### src/bpa_pkg.sv
// Shared constants, types and helper functions of the bitmap page allocator.
package bpa_pkg;

  localparam int MAP_BYTES      = 1024;
  localparam int RESERVED_PAGES = 4;
  localparam int TOTAL_PAGES    = MAP_BYTES * 8;
  localparam int ADDR_W         = $clog2(MAP_BYTES);
  localparam int PAGE_W         = 13;
  localparam int CMD_W          = 2;
  localparam int STATUS_W       = 2;

  localparam logic [CMD_W-1:0] CMD_ALLOC = 2'd0;
  localparam logic [CMD_W-1:0] CMD_FREE  = 2'd1;
  localparam logic [CMD_W-1:0] CMD_MARK  = 2'd2;

  localparam logic [STATUS_W-1:0] ST_OK       = 2'd0;
  localparam logic [STATUS_W-1:0] ST_FULL     = 2'd1;
  localparam logic [STATUS_W-1:0] ST_RESERVED = 2'd2;

  localparam logic [PAGE_W-1:0] LAST_PAGE_RST =
    PAGE_W'((RESERVED_PAGES > 0) ? (RESERVED_PAGES - 1) : (TOTAL_PAGES - 1));

  typedef struct packed {
    logic              en;
    logic [ADDR_W-1:0] addr;
    logic [7:0]        data;
  } map_wr_t;

  // Mask of a page inside its byte; the lowest page sits in the MSB.
  function automatic logic [7:0] page_mask(input logic [2:0] idx);
    page_mask = 8'h80 >> idx;
  endfunction

  // Bitmap byte after reset: the reserved pages are set.
  function automatic logic [7:0] reset_byte(input logic [ADDR_W-1:0] addr);
    logic [7:0] b;
    b = 8'h00;
    for (int j = 0; j < 8; j++) begin
      if ({addr, 3'(j)} < PAGE_W'(RESERVED_PAGES)) begin
        b[7-j] = 1'b1;
      end
    end
    reset_byte = b;
  endfunction

  function automatic logic page_usable(input logic [PAGE_W:0] p);
    page_usable = (p >= (PAGE_W+1)'(RESERVED_PAGES)) && (p < (PAGE_W+1)'(TOTAL_PAGES));
  endfunction

endpackage

### src/bpa_scan_unit.sv
// Examines one bitmap byte for the first free page inside the search window.
module bpa_scan_unit (
  input  logic [7:0] byte_data,
  input  logic [2:0] start_idx,
  input  logic       first_visit,
  input  logic       last_visit,
  output logic       found,
  output logic [2:0] found_idx,
  output logic [7:0] alloc_byte
);
  import bpa_pkg::*;

  logic [7:0] cand;

  always_comb begin
    for (int j = 0; j < 8; j++) begin
      cand[j] = !byte_data[7-j]
                && (!first_visit || (3'(j) >= start_idx))
                && (!last_visit  || (3'(j) <  start_idx));
    end
  end

  always_comb begin
    found     = 1'b0;
    found_idx = 3'd0;
    for (int j = 7; j >= 0; j--) begin
      if (cand[j]) begin
        found     = 1'b1;
        found_idx = 3'(j);
      end
    end
  end

  assign alloc_byte = byte_data | page_mask(found_idx);

endmodule

### config.mk
export PLATFORM = sky130hd
export DESIGN_NAME = bpa_scan_unit
export DESIGN_NICKNAME = d
export VERILOG_FILES = /design/src/bpa_pkg.sv /design/src/bpa_scan_unit.sv
export SDC_FILE = /design/constraint.sdc
export NUM_CORES = 1
export LEC_CHECK = 0
export ABC_AREA = 1
export BUFFER_PORTS_ARGS = -buffer_cell sky130_fd_sc_hd__buf_2
export CAP_MARGIN = 20
export CORE_AREA = 3 3 40 42
export DETAILED_ROUTE_END_ITERATION = 12
export DIE_AREA = 0 0 43 45
export SETUP_SLACK_MARGIN = 0.02
export SLEW_MARGIN = 0
export SYNTH_ARGS = -nofsm -noshare
export SYNTH_HDL_FRONTEND = slang
export SYNTH_SLANG_ARGS = --single-unit
export TNS_END_PERCENT = 100
### constraint.sdc
create_clock -name vclk -period 1.4
set_clock_uncertainty 0.05 [all_clocks]
set_input_delay 0.14 -clock vclk [all_inputs]
set_output_delay 0.14 -clock vclk [all_outputs]
set_load 0.02 [all_outputs]
# Word level (Yosys, flattened, before mapping)
# Index checks and enable logic that the tools add are counted.
# W data, S select, Z words.
# word_totals
ff_bits	0
in_bits	13
out_inout_bits	12
# op_classes
n_lt_le_gt_ge	16
shifts	1
mux	16
bitwise_logic	1
reduce_logical	42
# ops
cell	count
$mux W3	8
$logic_and A1 B1 Y1	16
$logic_or A1 B1 Y1	16
$ge A3 B3 Y1 const A	4
$lt A3 B3 Y1 const A	4
$logic_not A1 Y1	10
$mux W1	8
$or A8 B8 Y8	1
$shr A8 B3 Y8 const A	1
$ge A1 B3 Y1 const A	2
$ge A2 B3 Y1 const A	2
$lt A1 B3 Y1 const A	2
$lt A2 B3 Y1 const A	2

# Longest topological paths before layout
# Gate-level depths: netlist of run 1.
# depth
depth_word	14
depth_mapped	13

# Worst setup path after synthesis of run 1
# OpenSTA, ideal clock, no wires.
# synth_timing
path_kind	input-to-output
startpoint	input start_idx[0]
endpoint	output alloc_byte[0]
arrival_time_ns	1.146
slack_ns	0.064
stages	9
cell_sequence	nor2_1 -> nand2_1 -> nand3_2 -> nand2_2 -> inv_2 -> nand2_2 -> a21oi_4 -> nand4_1 -> nand2_1
# synth_via
elab_chain_len	14
# synth_lines
element	line_no	rtl
start, declared	bpa_scan_unit.sv:4	input logic [2:0] start_idx,
$ge A3 B3 Y1	bpa_scan_unit.sv:18	&& (!first_visit || (3'(j) >= start_idx))
$logic_or A1 B1 Y1	bpa_scan_unit.sv:18	
$logic_and A1 B1 Y1	bpa_scan_unit.sv:18	
$logic_and A1 B1 Y1	bpa_scan_unit.sv:19	&& (!last_visit || (3'(j) < start_idx));
$mux W3 (7 in a row)	bpa_scan_unit.sv:27	if (cand[j]) begin
$mux W3 (*)	bpa_scan_unit.sv:27	
via found_idx[1]	bpa_scan_unit.sv:8	output logic [2:0] found_idx,
$shr A8 B3 Y8 (*)	bpa_pkg.sv:31	page_mask = 8'h80 >> idx;
$or A8 B8 Y8 (*)	bpa_scan_unit.sv:34	assign alloc_byte = byte_data | page_mask(found_idx);
end, declared	bpa_scan_unit.sv:9	output logic [7:0] alloc_byte
# The timed path passes the listed nets; every way through them passes the cells marked *.

# Worst setup path after layout of run 1
# layout_timing
startpoint	input start_idx[0]
endpoint	output alloc_byte[0]
# layout_via
elab_chain_len	14
# layout_lines
element	line_no
$ge A3 B3 Y1	bpa_scan_unit.sv:18
$logic_or A1 B1 Y1	bpa_scan_unit.sv:18
$logic_and A1 B1 Y1	bpa_scan_unit.sv:18
$logic_and A1 B1 Y1	bpa_scan_unit.sv:19
$mux W3 (7 in a row)	bpa_scan_unit.sv:27
$mux W3 (*)	bpa_scan_unit.sv:27
$shr A8 B3 Y8 (*)	bpa_pkg.sv:31
$or A8 B8 Y8 (*)	bpa_scan_unit.sv:34
# Every way passes the cells marked *; elsewhere a longest branch is shown, timed or not.

==> results list, run 1 <==
- The flow ran to the end, but the final reports show violations.
- The final reports fail on setup timing.
- Antenna violations before repair: 0
- CP startpoint kind: input port
* Residual DRC count: 0
* Share of layout cells above drive strength 1: 0.656
- The layout has 0 clock buffers.
- The number of global-route vias before repair was roughly 570.
- Once routing completed, OpenROAD measured the worst setup slack at -0.0950 ns.
- Starting utilization of the core area: 0.344
- Type of the most critical hold path: in -> out
* Detail Placement HPWL: ~1100 µm
- Cell with the biggest individual delay on the critical path: sky130_fd_sc_hd__a21oi_4
* # setup viols final: 10
* Count of cells along the worst hold path: 4
- The pre-antenna-repair detailed-routing pass consisted of 4 iterations.
- Relative to the synthesized area, the layout overhead comes to 113%.
- Crit path DAT: about 1.3 ns
- Of all nets on the critical path, the largest fanout is 5.
* Initial DRC count: 7
- On the final layout, the worst hold slack is 0.517 ns.
- Final routed wire length divided by cell count: approximately 12 µm
- Post-route minimum period: between 1 and 1.5 ns
- Leakage power: slightly above 0.5 nW
* Maximum number of pins on one net before global-route repair: 7
- Overall die area: ~1900 µm²
- Setup repair after global routing could not meet its margin everywhere.
- Final Core Density: 0.733
* Diodes inserted: 0
* Number of placed I/O pins: 25
- Walking the worst path, the cells encountered are buf_12, nor2_4, nand2_1, nand3_2, nand2_4, inv_2, nand2_4, a21oi_4, nand4_1, nand2_1, buf_6.
- During synthesis, Yosys emitted a total of 0 warnings.
* Die extent in y: 45 µm
- Sequential fraction of the synthesis area: 0
- Total via count in the routed design: 675
- In the finished design the tool counted flip-flops and latches totalling 0.
* Final clock period utilization by the worst path: 1.07
- In this run, distinct cell masters in the synthesized netlist total 18.
* Delay contributed by the slowest stage of the critical path: 0.19 ns
- STA classifies the critical path endpoint as an output pin.
- Routability Congestion: 0.754
- The count of nets left with antenna violations once routing finished came out at 0.
* Largest delay share family, worst path: simple AND/OR/NAND/NOR gates
- In the final design database the tool counted around 140 nets.
* Post-Synthesis Mean Instance Area: slightly above 5 µm²
* Final setup TNS: -0.704 ns
- Maximum capacitance violations: 0
- The floorplan step defined a core boundary enclosing about 1300 µm².
* Synthesized Nets: 100
* Relative max-transition margin: 0.834
- The sequential cells in the finished layout cover a total of 0 µm².
- For hold timing, the worst endpoint is alloc_byte[7].
* Mapped cell area: between 400 and 500 µm²
* Critical path class: in -> out
* Post-place instance area: approximately 650 µm²
- Final routed wirelength across all metal layers: 1640 µm
* Number of hold buffers added after CTS: 0
- Data on the critical path is required at its endpoint by between 1 and 1.5 ns.
* Total routing resource utilization after global routing: 0.141
- In the routed layout, each cell is associated on average with a via count of between 4 and 5.
- Synthesis produced between 80 and 90 cells.
- Number of buffer cells added on primary ports: 25
* Wire length of the first global-routing pass: around 2200 µm
* CP Buf/Inv Count: 3
- The number of max-slew violations in the final report came to 0.
* Slew at the pin closest to its max-slew limit: 0.249 ns
- In this run the horizontal extent of the chip is 43 µm.
* Achievable Freq: about 670 MHz
- Final hold vios: 0
- The initialized floorplan defines 13 standard-cell rows.
- Power spread over the standard cell area amounts to ~480 nW/µm².
- The startpoint identified for the worst hold timing path is byte_data[7].
- GR Overflow Total: 0
- IR analysis of the VDD net gives a maximum drop of about 0.00026 V.
- After routing the design area is around 940 µm².
* Minimum setup slack after placement: -0.174 ns
[logic make-up (layout without fill, tap and decap cells)]
family                 count (synthesis)  count (layout)  share of synthesized area
AO/OA/AOI/OAI                          8               8                      0.147
buffers and inverters                 18              53                      0.153
AND/OR/NAND/NOR                       61              61                      0.700
[synth_stat cells]
master	n	share of area
sky130_fd_sc_hd__a21oi_1	2	0.023
sky130_fd_sc_hd__nor2_2	2	0.028
sky130_fd_sc_hd__nand3_1	5	0.057
sky130_fd_sc_hd__o21ai_1	2	0.023
sky130_fd_sc_hd__nor2_1	4	0.034
sky130_fd_sc_hd__a21oi_2	1	0.020
sky130_fd_sc_hd__nand4_1	5	0.071
sky130_fd_sc_hd__nor2_4	1	0.025
sky130_fd_sc_hd__nand2_2	6	0.085
sky130_fd_sc_hd__clkinv_1	1	0.0085
sky130_fd_sc_hd__nand2_1	33	0.28
sky130_fd_sc_hd__o21ai_0	1	0.011
sky130_fd_sc_hd__o21a_4	1	0.034
sky130_fd_sc_hd__a21oi_4	1	0.037
sky130_fd_sc_hd__inv_1	13	0.11
sky130_fd_sc_hd__inv_2	4	0.034
sky130_fd_sc_hd__nand2_4	2	0.051
sky130_fd_sc_hd__nand3_2	3	0.068
[timing repair]
action	CTS	global route
pin swaps	22	30
setup buffers	0	2
cloned	0	0
gates resized for setup	40	43
setup endpoints to repair	12	12
[metal layers]
metal	GRT usage	wire (µm)	vias to the layer above	part of all wire
li1	-	-	342	-
met3	0	85	2	0.052
met4	0.0181	19	0	0.012
met1	0.186	634	301	0.39
met2	0.266	895	30	0.55
met5	0	0	-	0
[power breakdown]
part | internal, W | total (W) | switching [W] | leakage, nW
Clock | 0 | 0 | 0 | 0
Combinational | 0.000199 | 0.000448 | 0.000250 | 0.507
Sequential | 0 | 0 | 0 | 0
[stage by stage]
step           total power, W  std cells
6_report             0.000448        137
3_3_place_gp         0.000299        135
5_1_grt              0.000480        137
2_1_floorplan        0.000196         87
4_1_cts              0.000356        135
3_5_place_dp         0.000300        135
[placed cells by master (no fill, tap or decap)]
cell / netlist / final
sky130_fd_sc_hd__nand4_1: 5 / 5
sky130_fd_sc_hd__inv_4: 0 / 3
sky130_fd_sc_hd__nand2_1: 33 / 21
sky130_fd_sc_hd__inv_8: 0 / 1
sky130_fd_sc_hd__clkinvlp_4: 0 / 1
sky130_fd_sc_hd__a21oi_2: 1 / 2
sky130_fd_sc_hd__inv_1: 13 / 11
sky130_fd_sc_hd__buf_12: 0 / 2
sky130_fd_sc_hd__a21oi_4: 1 / 2
sky130_fd_sc_hd__nand2_4: 2 / 11
sky130_fd_sc_hd__o21ai_2: 0 / 1
sky130_fd_sc_hd__buf_4: 0 / 9
sky130_fd_sc_hd__o21ai_1: 2 / 1
sky130_fd_sc_hd__inv_6: 0 / 1
sky130_fd_sc_hd__o21ai_4: 0 / 1
sky130_fd_sc_hd__nand2_2: 6 / 9
sky130_fd_sc_hd__inv_2: 4 / 1
sky130_fd_sc_hd__nand3_2: 3 / 6
sky130_fd_sc_hd__nor2_4: 1 / 3
sky130_fd_sc_hd__buf_2: 0 / 10
sky130_fd_sc_hd__o21a_4: 1 / 1
sky130_fd_sc_hd__nand3_1: 5 / 2
sky130_fd_sc_hd__buf_8: 0 / 2
sky130_fd_sc_hd__nor2_2: 2 / 2
sky130_fd_sc_hd__buf_6: 0 / 12
sky130_fd_sc_hd__nor2_1: 4 / 2
[worst max path at each step]
stage	startpoint	end	slack, ns	depth (start not counted)
after floorplan	start_idx[0]	alloc_byte[0]	0.06	9
final	start_idx[0]	alloc_byte[0]	-0.09	11
after CTS	last_visit	alloc_byte[2]	-0.08	11
after global placement	last_visit	alloc_byte[0]	-0.18	11
after global routing	last_visit	alloc_byte[2]	-0.18	11
after detailed placement	start_idx[0]	alloc_byte[6]	-0.17	11
[layout make-up]
type | count | area [µm²]
inverters | 18 | 91.3
multi-input cells | 69 | 509
well taps | 15 | 18.8
fillers | 92 | 343
repair buffers | 35 | 323
Power figures use the tool's default switching activity.
==> run 2: changes to the inputs <==
--- a/config.mk
+++ b/config.mk
@@ -11,6 +11,7 @@
 export CORE_AREA = 3 3 40 42
 export DETAILED_ROUTE_END_ITERATION = 12
 export DIE_AREA = 0 0 43 45
+export PLACE_DENSITY = 0.65
 export SETUP_SLACK_MARGIN = 0.02
 export SLEW_MARGIN = 0
 export SYNTH_ARGS = -nofsm -noshare
==> constraint.sdc (replaced) <==
create_clock -name vclk -period 1.2
set_clock_uncertainty 0.05 [all_clocks]
set_input_delay 0.12 -clock vclk [all_inputs]
set_output_delay 0.12 -clock vclk [all_outputs]
set_load 0.005 [all_outputs]
==> run 2 against run 1 <==
The run still ends with setup timing left. Cell count unchanged. Utilization increased by 1.3 points. Die area unchanged. Non-clock buffer count unchanged. Worst hold slack got worse by 0.056 ns. Power increased by 4.8%. Sequential share of layout area unchanged. Critical path type unchanged. Critical endpoint unchanged. Highest routed layer unchanged.
==> results list, run 2 (synthesized netlist as in run 1, its figures left out) <==
* Outcome: finished with violations
- The checks that failed: setup timing.
* Total power divided by cell area: 490 nW/µm² (+3.0%)
* Non-filler instance count after layout: 137 (unchanged)
- The number of global-route vias before repair is 658 (+15%).
- Final hold vios: 0 (unchanged)
- The overall routing resource usage is 0.174 (+0.0332).
- Post-route minimum period: 1.48 ns
* Number of clock-tree buffers in the layout: 0 (unchanged)
- Final max-slew violation count: 0 (unchanged)
- Startpoint of the tightest hold check path: byte_data[4]
- Diodes inserted: 0 (unchanged)
* Detail Placement HPWL: 1080 µm (-1.6%)
- Cell with the biggest individual delay on the critical path: sky130_fd_sc_hd__nor2_4
- The total of hold buffers inserted after clock tree synthesis came to 0 (unchanged).
* Total iterations of the first detailed-routing run: 4 (unchanged)
- The number of core rows came to 13 (unchanged).
- The via density per instance is 5.12 (+3.9%).
- Fraction of power spent switching nets: 0.575 (+0.0173)
* Antenna violations before repair: 0 (unchanged)
- The worst max-slew margin expressed relative to the limit came to 0.878 (+0.0443).
- The combinational share of power was 1.000 (about the same).
- The top fanout value on the critical path came to 6 (+1).
- Die X-Extent: 43 µm (unchanged)
- The worst-case hold slack came to 0.461 ns (-0.0564 ns).
- The total internal power was 0.000200 W (+0.69%).
* Leakage power: 0.497 nW (-2.1%)
* Worst setup startpoint: start_idx[2]
- For this run, the top clock speed supported by timing is 674 MHz.
* Delay contributed by the slowest stage of the critical path: 0.18 ns (about the same)
* Smallest setup slack after layout: -0.283 ns (-0.188 ns)
* Total Power: 0.000470 W (+4.8%)
* Residual DRC count: 0 (unchanged)
- Sequential group share of total power: 0 (unchanged)
- The floorplan die height is 45 µm (unchanged).
- Count of cells along the worst hold path: 4 (unchanged)
- Type of the most critical hold path: in -> out
- The overall routed net length was 1970 µm (+21%).
* Switching power: 0.000270 W (+8.0%)
- Peak VDD IR: 0.000309 V (+19%)
- Final clock period utilization by the worst path: 1.24
- Maximum number of pins on one net before global-route repair: 7 (unchanged)
- The flip-flop and latch count is 0 (unchanged).
- Nets: 137 (unchanged)
- Final setup TNS: -2.25 ns (-1.55 ns)
- Setup repair after global routing missed its margin: yes
* Total via count in the routed design: 701 (+3.9%)
* Cell breakdown of the critical path: buf_12, nor2_4, nand2_1, nand3_2, nand2_4, clkinv_4, nand2_4, nor2_4, nand4_1, nand2_1, buf_2
- The total of max-cap violations was 0 (unchanged).
- Reg area: 0 µm² (unchanged)
* Highest-count cells in the layout ignoring fill and taps: sky130_fd_sc_hd__buf_2 (20), sky130_fd_sc_hd__nand2_2 (15), sky130_fd_sc_hd__nand2_1 (13)
- The number of I/O pins came to 25 (unchanged).
- The global placer's final weighted congestion was 0.757 (+0.37%).
- Layout overhead on the synthesized area: 117%
* Part of the power in the clock network: 0 (unchanged)
- Number of buffer cells added on primary ports: 25 (unchanged)
* Slew at the pin closest to its max-slew limit: 0.182 ns (-0.0672 ns)
- DP Cell Count: 135 (unchanged)
- The worst setup path is of the in -> out kind.
* Antenna Nets Post-Route: 0 (unchanged)
- The worst setup path is launched from an input port.
* Most frequent standard cell in the layout excluding fill and tap cells: sky130_fd_sc_hd__buf_2
- Final routed wire length divided by cell count: 14.4 µm (+21%)
- Initial DRC count: 26 (+19)
- Core Region: 1280 µm² (unchanged)
- Critical path required time: 1.03 ns (-0.18 ns)
- Crit path DAT: 1.31 ns (about the same)
- # setup viols final: 12 (+2)
- The overall die area came to 1940 µm² (unchanged).
- Kind of end point of the critical path: output pin
- Starting utilization of the core area: 0.344 (unchanged)
* Share of layout cells above drive strength 1: 0.754 (+0.0984)
- Wire length of the first global-routing pass: 2720 µm (+22%)
- GR Overflow Total: 0 (unchanged)
run 2: cell count changes in the layout (fill, tap and decap cells not counted), sizes merged:
| cell | before | now |
|---|---|---|
| clkinv | 0 | 1 |
| clkinvlp | 1 | 0 |
run 2: power groups by stage:
stage,Sequential [W],Combinational [W],Clock [W]
2_1_floorplan,0,0.000183,0
3_3_place_gp,0,0.000300,0
3_5_place_dp,0,0.000300,0
4_1_cts,0,0.000373,0
5_1_grt,0,0.000505,0
6_report,0,0.000470,0
run 2: routing by layer:
layer,routed length (µm),global-route usage,vias up,part of all wire
met5,0,0,-,0
li1,-,-,343,-
met3,77,0.00797,8,0.039
met1,756,0.210,325,0.38
met4,87,0.0361,0,0.044
met2,1050,0.341,25,0.53
run 2: area by class of cell:
type | count | area (µm²)
Multi-Input combinational cell | 69 | 582
Fill cell | 93 | 327
Timing Repair Buffer | 35 | 265
Inverter | 18 | 92.6
Tap cell | 15 | 18.8
run 2: what timing repair did:
action                                  4_1_cts  5_1_grt
setup buffers                                 0        2
pin swaps                                    21       22
endpoints found under the setup margin       12       12
gates resized for setup                      47       36
run 2: metrics by stage:
step | area (µm²) | worst slack, ns | util
floorplan | 442 | 0.0570 | -
global placement | 646 | -0.330 | 0.502
detailed placement | 646 | -0.313 | 0.502
CTS | 803 | -0.198 | 0.625
global route | 958 | -0.341 | 0.746
finish | 958 | -0.283 | 0.746
run 2: critical path: cells and delay by family:
family,cells,cell delay [ns]
buffers and inverters,3,0.29
AND/OR/NAND/NOR,8,0.89
run 2: final timing paths:
| check | to |
|---|---|
| setup / recovery | alloc_byte[0] |
| hold / removal | alloc_byte[4] |
